File: config.mk
export PLATFORM = sky130hd
export DESIGN_NAME = multi_stepper_phase_sequencer_top
export DESIGN_NICKNAME = d
export VERILOG_FILES = /design/src/msps_pkg.sv /design/src/msps_lane.sv /design/src/msps_merge.sv /design/src/multi_stepper_phase_sequencer_top.sv
export SDC_FILE = /design/constraint.sdc
export NUM_CORES = 1
export LEC_CHECK = 0
export BUFFER_PORTS_ARGS = -buffer_cell sky130_fd_sc_hd__buf_2
export CORE_UTILIZATION = 25
export CTS_CLUSTER_SIZE = 10
export DETAILED_ROUTE_END_ITERATION = 6
export PLACE_DENSITY_LB_ADDON = 0.3
export SYNTH_ARGS = -nofsm -noshare
export SYNTH_HDL_FRONTEND = slang
export SYNTH_HIERARCHICAL = 1
export SYNTH_SLANG_ARGS = --single-unit
File: constraint.sdc
create_clock -name clk -period 9.1 [get_ports clk]
set_clock_uncertainty 0.1 [all_clocks]
set_input_delay 1.82 -clock clk [delete_from_list [all_inputs] [get_ports clk]]
set_output_delay 1.82 -clock clk [all_outputs]
set_load 0.1 [all_outputs]
File: src/msps_pkg.sv
// Shared types, codes and the coil table for the stepper phase sequencer.
`timescale 1ns / 1ps
`default_nettype none

package msps_pkg;

    localparam int CHANNELS = 4;
    localparam int MAX_CH   = 4;
    localparam int IDX_W    = 2;
    localparam int POS_W    = 16;
    localparam int COIL_W   = 4 * MAX_CH;
    localparam int IN_W     = 24;
    localparam int OUT_W    = 24;

    typedef enum logic [1:0] {
        REQ_TICK = 2'd0,
        REQ_REL  = 2'd1,
        REQ_ABS  = 2'd2,
        REQ_HOME = 2'd3
    } req_kind_t;

    typedef enum logic [1:0] {
        MODE_IDLE   = 2'd0,
        MODE_MOVING = 2'd1,
        MODE_HOMING = 2'd2
    } mode_t;

    typedef enum logic [1:0] {
        DIR_NONE = 2'd0,
        DIR_CW   = 2'd1,
        DIR_CCW  = 2'd2
    } dir_t;

    typedef struct packed {
        req_kind_t         kind;
        logic [IDX_W-1:0]  stepper_index;
        logic signed [7:0] step_count;
        logic [7:0]        target_position;
        logic [3:0]        limit_switches;
    } req_t;

    typedef struct packed {
        logic       busy;
        logic       active;
        logic [3:0] nibble;
    } lane_status_t;

    function automatic logic [3:0] coil_pattern(input logic [1:0] phase);
        logic [3:0] pat;
        case (phase)
            2'd0:    pat = 4'b1010;
            2'd1:    pat = 4'b0110;
            2'd2:    pat = 4'b0101;
            default: pat = 4'b1001;
        endcase
        return pat;
    endfunction

endpackage

`default_nettype wire

File: src/msps_lane.sv
// One stepper channel: mode, direction, phase, position, target and coil nibble.
`timescale 1ns / 1ps
`default_nettype none

module msps_lane (
    input  wire logic                        clk,
    input  wire logic                        rst_n,
    input  wire logic                        accept,
    input  wire msps_pkg::req_t              req,
    input  wire logic [msps_pkg::IDX_W-1:0]  lane_id,
    output msps_pkg::lane_status_t           status
);
    import msps_pkg::*;

    mode_t             mode_reg, mode_next;
    dir_t              dir_reg, dir_next;
    logic [1:0]        phase_reg, phase_next;
    logic [POS_W-1:0]  pos_reg, pos_next;
    logic [POS_W-1:0]  tgt_reg, tgt_next;
    logic [3:0]        nibble_reg, nibble_next;

    logic              tick, cmd, lim, do_step, do_clear, zero_pos;
    logic [1:0]        step_phase;
    logic [POS_W-1:0]  step_pos;

    assign tick = accept && (req.kind == REQ_TICK);
    assign cmd  = accept && (req.kind != REQ_TICK) && (req.stepper_index == lane_id);
    assign lim  = req.limit_switches[lane_id];

    assign do_step  = tick && (((mode_reg == MODE_MOVING) && (pos_reg != tgt_reg))
                            || ((mode_reg == MODE_HOMING) && lim));
    assign zero_pos = tick && (mode_reg == MODE_HOMING) && !lim;
    assign do_clear = zero_pos
                   || (tick && (mode_reg == MODE_MOVING) && (pos_reg == tgt_reg))
                   || (do_step && (dir_reg == DIR_NONE));

    assign step_phase = (dir_reg == DIR_CW) ? phase_reg + 2'd1 : phase_reg - 2'd1;
    assign step_pos   = (dir_reg == DIR_CW) ? pos_reg + POS_W'(1) : pos_reg - POS_W'(1);

    always_comb
    begin
        mode_next   = mode_reg;
        dir_next    = dir_reg;
        phase_next  = phase_reg;
        pos_next    = pos_reg;
        tgt_next    = tgt_reg;
        nibble_next = nibble_reg;
        if (do_step)
        begin
            pos_next = step_pos;
            if (dir_reg != DIR_NONE)
            begin
                phase_next  = step_phase;
                nibble_next = coil_pattern(step_phase);
            end
        end
        if (do_clear)
        begin
            mode_next   = MODE_IDLE;
            dir_next    = DIR_NONE;
            nibble_next = 4'd0;
        end
        if (zero_pos)
        begin
            pos_next = '0;
        end
        if (cmd)
        begin
            case (req.kind)
                REQ_REL:
                begin
                    mode_next = MODE_MOVING;
                    dir_next  = (!req.step_count[7] && (req.step_count != 8'sd0))
                              ? DIR_CW : DIR_CCW;
                    tgt_next  = pos_reg + {{(POS_W-8){req.step_count[7]}}, req.step_count};
                end
                REQ_ABS:
                begin
                    mode_next = MODE_MOVING;
                    dir_next  = ({{(POS_W-8){1'b0}}, req.target_position} > pos_reg)
                              ? DIR_CW : DIR_CCW;
                    tgt_next  = {{(POS_W-8){1'b0}}, req.target_position};
                end
                REQ_HOME:
                begin
                    mode_next = MODE_HOMING;
                    dir_next  = DIR_CW;
                    tgt_next  = '0;
                end
                default:
                begin
                    mode_next = mode_reg;
                end
            endcase
        end
    end

    always_ff @(posedge clk or negedge rst_n)
    begin
        if (!rst_n)
        begin
            mode_reg   <= MODE_HOMING;
            dir_reg    <= DIR_CW;
            phase_reg  <= 2'd0;
            pos_reg    <= '0;
            tgt_reg    <= '0;
            nibble_reg <= 4'd0;
        end
        else
        begin
            mode_reg   <= mode_next;
            dir_reg    <= dir_next;
            phase_reg  <= phase_next;
            pos_reg    <= pos_next;
            tgt_reg    <= tgt_next;
            nibble_reg <= nibble_next;
        end
    end

    assign status.busy   = (mode_reg == MODE_MOVING) || (mode_reg == MODE_HOMING);
    assign status.active = (mode_next == MODE_MOVING) || (mode_next == MODE_HOMING);
    assign status.nibble = nibble_next;

endmodule

`default_nettype wire

File: src/msps_merge.sv
// Merges lane status into the coil word and flags, held in the output register.
`timescale 1ns / 1ps
`default_nettype none

module msps_merge (
    input  wire logic                          clk,
    input  wire logic                          rst_n,
    input  wire logic                          accept,
    input  wire logic                          is_tick,
    input  wire msps_pkg::lane_status_t        status [msps_pkg::CHANNELS],
    input  wire logic                          out_ready,
    output logic                               in_ready,
    output logic                               out_valid,
    output logic [msps_pkg::COIL_W-1:0]        coil_word,
    output logic                               shift_out,
    output logic                               all_idle
);
    import msps_pkg::*;

    logic                valid_reg;
    logic [COIL_W-1:0]   coil_reg, coil_next;
    logic                shift_reg, shift_next;
    logic                idle_reg, idle_next;
    logic                any_busy;

    always_comb
    begin
        coil_next = '0;
        any_busy  = 1'b0;
        idle_next = 1'b1;
        for (int i = 0; i < CHANNELS; i++)
        begin
            coil_next[4*i +: 4] = status[i].nibble;
            any_busy            = any_busy | status[i].busy;
            idle_next           = idle_next & !status[i].active;
        end
        shift_next = is_tick && any_busy;
    end

    assign in_ready = !valid_reg || out_ready;

    always_ff @(posedge clk or negedge rst_n)
    begin
        if (!rst_n)
        begin
            valid_reg <= 1'b0;
        end
        else if (in_ready)
        begin
            valid_reg <= accept;
        end
    end

    always_ff @(posedge clk)
    begin
        if (accept)
        begin
            coil_reg  <= coil_next;
            shift_reg <= shift_next;
            idle_reg  <= idle_next;
        end
    end

    assign out_valid = valid_reg;
    assign coil_word = coil_reg;
    assign shift_out = shift_reg;
    assign all_idle  = idle_reg;

endmodule

`default_nettype wire

File: src/multi_stepper_phase_sequencer_top.sv
// Top level of the multi-channel full-step stepper phase sequencer.
//
//  channel | beat carries                                   | handshake
//  s_      | tuser: req_type; tdata: index,count,target,lim | s_tvalid/s_tready
//  m_      | tdata: coil_word, shift_out, all_idle          | m_tvalid/m_tready
//
// One beat in per cycle while s_tready is high; its result appears in the output register in the next cycle.
// All channel lanes update in parallel in the accepting cycle.
// Reset puts every channel in homing, clockwise, phase 0, coils off.
// A stalled result holds the input only while m_tready is low and a result waits.
`timescale 1ns / 1ps
`default_nettype none

module multi_stepper_phase_sequencer_top (
    input  wire logic                          clk,
    input  wire logic                          rst_n,
    input  wire logic                          s_tvalid,
    output logic                               s_tready,
    // [1:0] stepper_index, [9:2] step_count, [17:10] target_position,
    // [21:18] limit_switches, [23:22] zero
    input  wire logic [msps_pkg::IN_W-1:0]     s_tdata,
    // [1:0] req_type
    input  wire logic [1:0]                    s_tuser,
    output logic                               m_tvalid,
    input  wire logic                          m_tready,
    // [15:0] coil_word, [16] shift_out, [17] all_idle, [23:18] zero
    output logic [msps_pkg::OUT_W-1:0]         m_tdata
);
    import msps_pkg::*;

    req_t            req;
    lane_status_t    status [CHANNELS];
    logic            accept;
    logic [COIL_W-1:0] coil_word;
    logic            shift_out, all_idle;

    assign accept              = s_tvalid && s_tready;
    assign req.kind            = req_kind_t'(s_tuser);
    assign req.stepper_index   = s_tdata[1:0];
    assign req.step_count      = s_tdata[9:2];
    assign req.target_position = s_tdata[17:10];
    assign req.limit_switches  = s_tdata[21:18];

    for (genvar i = 0; i < CHANNELS; i++)
    begin : g_lane
        msps_lane u_lane (
            .clk     (clk),
            .rst_n   (rst_n),
            .accept  (accept),
            .req     (req),
            .lane_id (IDX_W'(i)),
            .status  (status[i])
        );
    end

    msps_merge u_merge (
        .clk       (clk),
        .rst_n     (rst_n),
        .accept    (accept),
        .is_tick   (req.kind == REQ_TICK),
        .status    (status),
        .out_ready (m_tready),
        .in_ready  (s_tready),
        .out_valid (m_tvalid),
        .coil_word (coil_word),
        .shift_out (shift_out),
        .all_idle  (all_idle)
    );

    assign m_tdata = {{(OUT_W-COIL_W-2){1'b0}}, all_idle, shift_out, coil_word};

    a_idle_coils_off: assert property (@(posedge clk) disable iff (!rst_n)
        (m_tvalid && m_tdata[COIL_W+1]) |-> (m_tdata[COIL_W-1:0] == '0))
        else $error("all channels idle but coils energized");

    a_shift_only_tick: assert property (@(posedge clk) disable iff (!rst_n)
        (accept && (s_tuser != REQ_TICK)) |=> !m_tdata[COIL_W])
        else $error("shift flagged on a command beat");

    a_cmd_makes_busy: assert property (@(posedge clk) disable iff (!rst_n)
        (accept && (s_tuser != REQ_TICK) && (32'(s_tdata[1:0]) < CHANNELS))
        |=> !m_tdata[COIL_W+1])
        else $error("command to a channel left all idle");

    a_result_follows: assert property (@(posedge clk) disable iff (!rst_n)
        accept |=> m_tvalid)
        else $error("accepted beat produced no result");

endmodule

`default_nettype wire

# Word level (Yosys, flattened, before mapping)
# Index checks and enable logic that the tools add are counted.
# op_classes
n_reduce_logical	102
add_sub_neg	20
bitwise_logic	6
mux	65
n_lt_le_gt_ge	4
n_eq_ne	42
# ops
operator	n
2-to-1 mux 16 bit	12
case mux 16 bit (3 select lines)	4
adder 16 x 1 -> 16 bit, second input constant	4
adder 16 bit	4
equality test 16 bit	4
> comparator 8 x 16 -> 1 bit	4
inequality test 16 bit	4
subtractor 16 x 1 -> 16 bit, second input constant	4
2-to-1 mux 2 bit	25
2-to-1 mux 4 bit	12
case mux 4 bit (3 select lines)	4
logical AND 1 bit	41
equality test 2 x 1 -> 1 bit, second input constant	18
equality test 2 bit, second input constant	16
case mux 2 bit (3 select lines)	4
logical OR 1 bit	21
logical NOT 2 bit	10
nonzero test 2 bit	9
case mux 2 bit (2 select lines)	4
AND reduction 2 bit	8
logical NOT 1 bit	10
adder 2 x 1 -> 2 bit, second input constant	4
nonzero test 8 bit	1
subtractor 2 x 1 -> 2 bit, second input constant	4
other kinds (4)	8
# word_totals
regBits	187
elab_cells	267
inputBits	30

# Logic depth before layout (Yosys ltp)
# logic_depth
depth_word	16
ltp_mapped	10
ltp_nobuf	10

# Hierarchy
# Netlist, hierarchy kept.
# modules_own_cells
mod	area_each_um2	n_inst	cells_each
msps_lane (g_lane[1].u_lane ...)	3694.8	2	424
msps_lane (g_lane[0].u_lane)	3801.1	1	431
msps_lane (g_lane[3].u_lane)	3744.8	1	423
msps_merge	595.6	1	23
multi_stepper_phase_sequencer_top	77.6	1	12

# Worst setup path after synthesis
# OpenSTA, ideal clock, no wires.
# synth_timing
path_type	input to register
from	in m_tready
to	reg g_lane[3].u_lane.tgt_reg[13]
path_slack_ps	4043
setup_ps	69
arrival_time_ps	4889
path_stages	6
cell_sequence	nand2b_1 -> and2_1 -> nand4b_1 -> nand2b_1 -> or4_1 -> nand3_1
# synth_between
elab_chain_len	5
# synth_rtl
element	line	rtl
from (decl)	multi_stepper_phase_sequencer_top.sv:25	input wire logic m_tready,
logical OR 1 bit	msps_merge.sv:40	assign in_ready = !valid_reg || out_ready;
logical AND 1 bit	multi_stepper_phase_sequencer_top.sv:37	assign accept = s_tvalid && s_tready;
net accept	multi_stepper_phase_sequencer_top.sv:33	logic accept;
logical AND 1 bit (2 in a row)	msps_lane.sv:27	assign cmd = accept && (req.kind != REQ_TICK) && (req.stepper_index == lane_id);
AND reduction 2 bit (no source line)	n/a	
to (signal assigned)	msps_lane.sv:115	tgt_reg <= tgt_next;
to (decl)	msps_lane.sv:19	logic [POS_W-1:0] tgt_reg, tgt_next;
# The timed path passes the listed nets, and every way through them passes these cells.
# A chain may end at the register's enable or synchronous reset.

# Final worst setup path
# layout_timing
from	in m_tready
to	out s_tready
# layout_between
elab_chain_len	1
# layout_rtl
element	line	rtl
logical OR 1 bit	msps_merge.sv:40	
to (decl)	multi_stepper_phase_sequencer_top.sv:18	output logic s_tready,
# Every way passes these cells.

==> impl_results.rst <==
.. list-table::
   :header-rows: 1

   * - Metric
     - Value
   * - Crit path kind
     - in -> out
   * - Number of DRC markers after the initial detailed-route iteration
     - 873
   * - Path length in cells of the critical path
     - 3
   * - Number of hold buffers added after cts
     - 0
   * - Source-to-sink clock delay at the later pin of the worst-skew pair
     - 0.48 ns
   * - Synth warnings
     - 6
   * - Avg Synthesized Cell Area
     - 8.99 µm²
   * - Critical path buffer and inverter count
     - 2
   * - Area share of the largest cell type after synthesis
     - 25.8%
   * - Count of distinct cell types in the synthesized netlist
     - 94
   * - Clock tree from TritonCTS
     - built
   * - Worst Setup End Kind
     - output pin
   * - Layout overhead on the synthesized area
     - 11.5%
   * - Unrepaired setup endpoints after global routing
     - false
   * - Power density over the cells
     - 364 nW/µm²
   * - First-pass GRT wire length
     - 69500 µm
   * - HP Start
     - g_lane[3].u_lane/tgt_reg[3]
   * - Die ar.
     - 63400 µm²
   * - Placed wire-length estimate
     - 31400 µm
   * - Gp weighted congestion
     - 0.846
   * - Vias
     - 13.0k
   * - Number of I/O pins
     - 56
   * - Maximum clock rate
     - 229 MHz
   * - Remaining global-route overflow
     - 0
   * - Top cell types by occurrence after synthesis
     - sky130_fd_sc_hd__ha_1 (176), sky130_fd_sc_hd__nand2_1 (171), sky130_fd_sc_hd__dfrtp_1 (161)
   * - Async set or reset register ratio after synthesis
     - 90.4%
   * - Area of the mapped netlist
     - 15600 µm²
   * - Starting utilization of the core area
     - 25.3%
   * - Ordered cell list for the critical path
     - buf_2, nand2b_1, buf_2
   * - Number of instances on the worst hold path
     - 2
   * - Relative slew slack
     - 27.3%
   * - Worst reg2reg path startpoint
     - g_lane[3].u_lane/dir_reg[0]
   * - Library cell occupying the most area in the post-synthesis netlist
     - sky130_fd_sc_hd__dfrtp_1
   * - Per-cell via count in the routed design
     - 4.94
   * - Port buffer count
     - 47
   * - Number of buffers inserted during clock tree synthesis
     - 17
   * - Clock-pin slew on the worst setup and hold paths
     - 0.07 ns
   * - Vias in the first global route
     - 12.8k
   * - Final clock period utilization by the worst path
     - 47.9%
   * - Cell family contributing the most delay on the critical path
     - buffers and inverters
   * - Routed wire length
     - 43400 µm
   * - Clock sink total
     - 187
   * - PostCTS Resize Cnt
     - 0
   * - Crit path max-delay cell type
     - sky130_fd_sc_hd__buf_2
   * - Largest net degree at the start of global routing
     - 68
   * - Clock buffer depth
     - 2
   * - Dominant cell by count in the synthesized netlist
     - sky130_fd_sc_hd__ha_1
   * - Post-CTS Repair Setup Buffers
     - 0
   * - Final core occ
     - 28.2%
   * - Peak per-stage delay on the critical path
     - 0.43 ns
   * - Total negative slack
     - 0 ns
   * - Register area share after synthesis
     - 30.6%
   * - Antenna Nets Post-Route
     - 0
   * - Sequential cell area in the final layout
     - 4780 µm²
   * - Static leakage power
     - 7.63 nW
   * - Fraction of final layout cells sized beyond drive strength 1
     - 7.94%
   * - Actual transition at the worst max-transition pin
     - 1.09 ns
   * - Most common cell on crit path
     - sky130_fd_sc_hd__buf_2
   * - Number of enable flip-flop cells after synthesis
     - 18
   * - Pre-antenna DRT Iters
     - 5
   * - Worst reg2reg path endpoint
     - g_lane[3].u_lane/pos_reg[14]
   * - Terminating pin of the worst hold path
     - g_lane[3].u_lane/tgt_reg[3]
   * - Peak supply drop
     - 0.145 mV
   * - Crit path launch type
     - input pin
   * - Final net count
     - 2001
   * - Crit path DAT
     - 2.44 ns
   * - Multi-input gate area in the final layout
     - 10300 µm²
   * - Run status
     - complete, no violations
   * - Highest net fanout along the worst path
     - 3
   * - Slack of the worst reg-to-reg path
     - 5.77 ns
   * - GR Util All Layers
     - 13.9%
   * - Clock tree root buffer cell
     - sky130_fd_sc_hd__clkbuf_16
   * - Filler cells
     - 6638
   * - Die boundary height
     - 252 µm
   * - Average detailed-routed wire length per instance
     - 16.4 µm
   * - Classification of the worst-slack hold path
     - reg -> reg
   * - Time the final worst path needs with I/O delays and setup
     - 4.36 ns
   * - Standard-cell row count
     - 91
   * - Cells after Synth
     - 1737
   * - Flip-flop and latch count after synthesis
     - 187
   * - Number of antenna violations at the first check in global routing
     - 9
   * - R2R depth
     - 9
   * - Final hold violation count
     - 0
   * - Core outline area
     - 61700 µm²
   * - Top area cells in the synthesized netlist
     - sky130_fd_sc_hd__dfrtp_1 (26%), sky130_fd_sc_hd__ha_1 (14%), sky130_fd_sc_hd__xnor2_1 (7.1%), sky130_fd_sc_hd__nand2_1 (4.1%), sky130_fd_sc_hd__a21oi_1 (3.6%)
   * - Max-cap violation count
     - 0
   * - Final count of pins violating max slew
     - 0
   * - Worst EP required
     - 7.18 ns
   * - Primary FF master, synth
     - sky130_fd_sc_hd__dfrtp_1
   * - Overall die width
     - 252 µm
   * - Number of DRC violations after detailed routing
     - 0
   * - # setup viols final
     - 0
   * - Max H-tree Level
     - 4
through the flow:
step	instance area (µm²)	power (mW)	worst slack, ns	hold WS [ns]	cells
2_1_floorplan	15700	4.71	4.04	0.370	1757
6_report	17400	6.33	4.74	0.405	2638
3_3_place_gp	16800	5.45	4.35	0.383	2605
4_1_cts	17400	6.36	4.74	0.408	2637
5_1_grt	17400	6.93	4.62	0.431	2637
3_5_place_dp	16800	5.53	4.34	0.391	2605
per-layer routing:
layer | global-route usage (%) | routed length [µm]
met5 | 0 | 60
met4 | 4.00 | 753
met3 | 2.98 | 2270
met2 | 21.9 | 19300
met1 | 19.0 | 21000
final cells by class:
class,instances,share of cell area (%)
multi-input cells,1428,59.2
diodes,1,0.0144
repair buffers,57,1.82
clock buffers,18,2.47
clock inverters,14,0.928
inverters,96,2.07
well taps,837,6.02
flip-flops and latches,187,27.5
cell usage in the layout (no fill, tap or decap), types with 46 or more instances in the layout:
master                    instances
sky130_fd_sc_hd__o31ai_1         46
sky130_fd_sc_hd__dfrtp_1        161
sky130_fd_sc_hd__o21ai_1         54
sky130_fd_sc_hd__xnor2_1        127
sky130_fd_sc_hd__ha_1           176
sky130_fd_sc_hd__xor2_1          46
sky130_fd_sc_hd__a21oi_1        111
sky130_fd_sc_hd__buf_2           46
sky130_fd_sc_hd__inv_1           96
sky130_fd_sc_hd__a21o_1          49
sky130_fd_sc_hd__nand2_1        171
sky130_fd_sc_hd__nor2_1         110
sky130_fd_sc_hd__o21ai_0         64
cell families after synthesis:
kind of cell,after synthesis,share of synthesized area [%]
adder cells (fa/ha/maj),184,15.1
buffers and inverters,142,3.86
other,2,0.0481
AO/OA/AOI/OAI,514,22.4
flip-flops,187,30.6
AND/OR/NAND/NOR,512,16.4
XOR/XNOR,173,9.71
multiplexers,23,1.84
worst max path at each step:
stage                     startpoint  slack (ns)                           end
after floorplan             m_tready        4.04  g_lane[3].u_lane/tgt_reg[13]
after detailed placement    m_tready        4.34              u_merge/all_idle
after global routing        m_tready        4.62              u_merge/all_idle
after CTS                   m_tready        4.74                      s_tready
final                       m_tready        4.74                      s_tready
after global placement      m_tready        4.35              u_merge/all_idle
worst min-delay path, stage by stage, from the launching register on:
cell,delay (ns)
sky130_fd_sc_hd__dfrtp_1,0.36
sky130_fd_sc_hd__nand2_1,0.05
sky130_fd_sc_hd__o21ai_0,0.06
report_power, final:
part	switching (mW)	internal, mW
combinational	2.18	1.76
sequential	0.409	1.20
clock	0.376	0.412
Note: power is estimated with default switching activity, not from simulation.
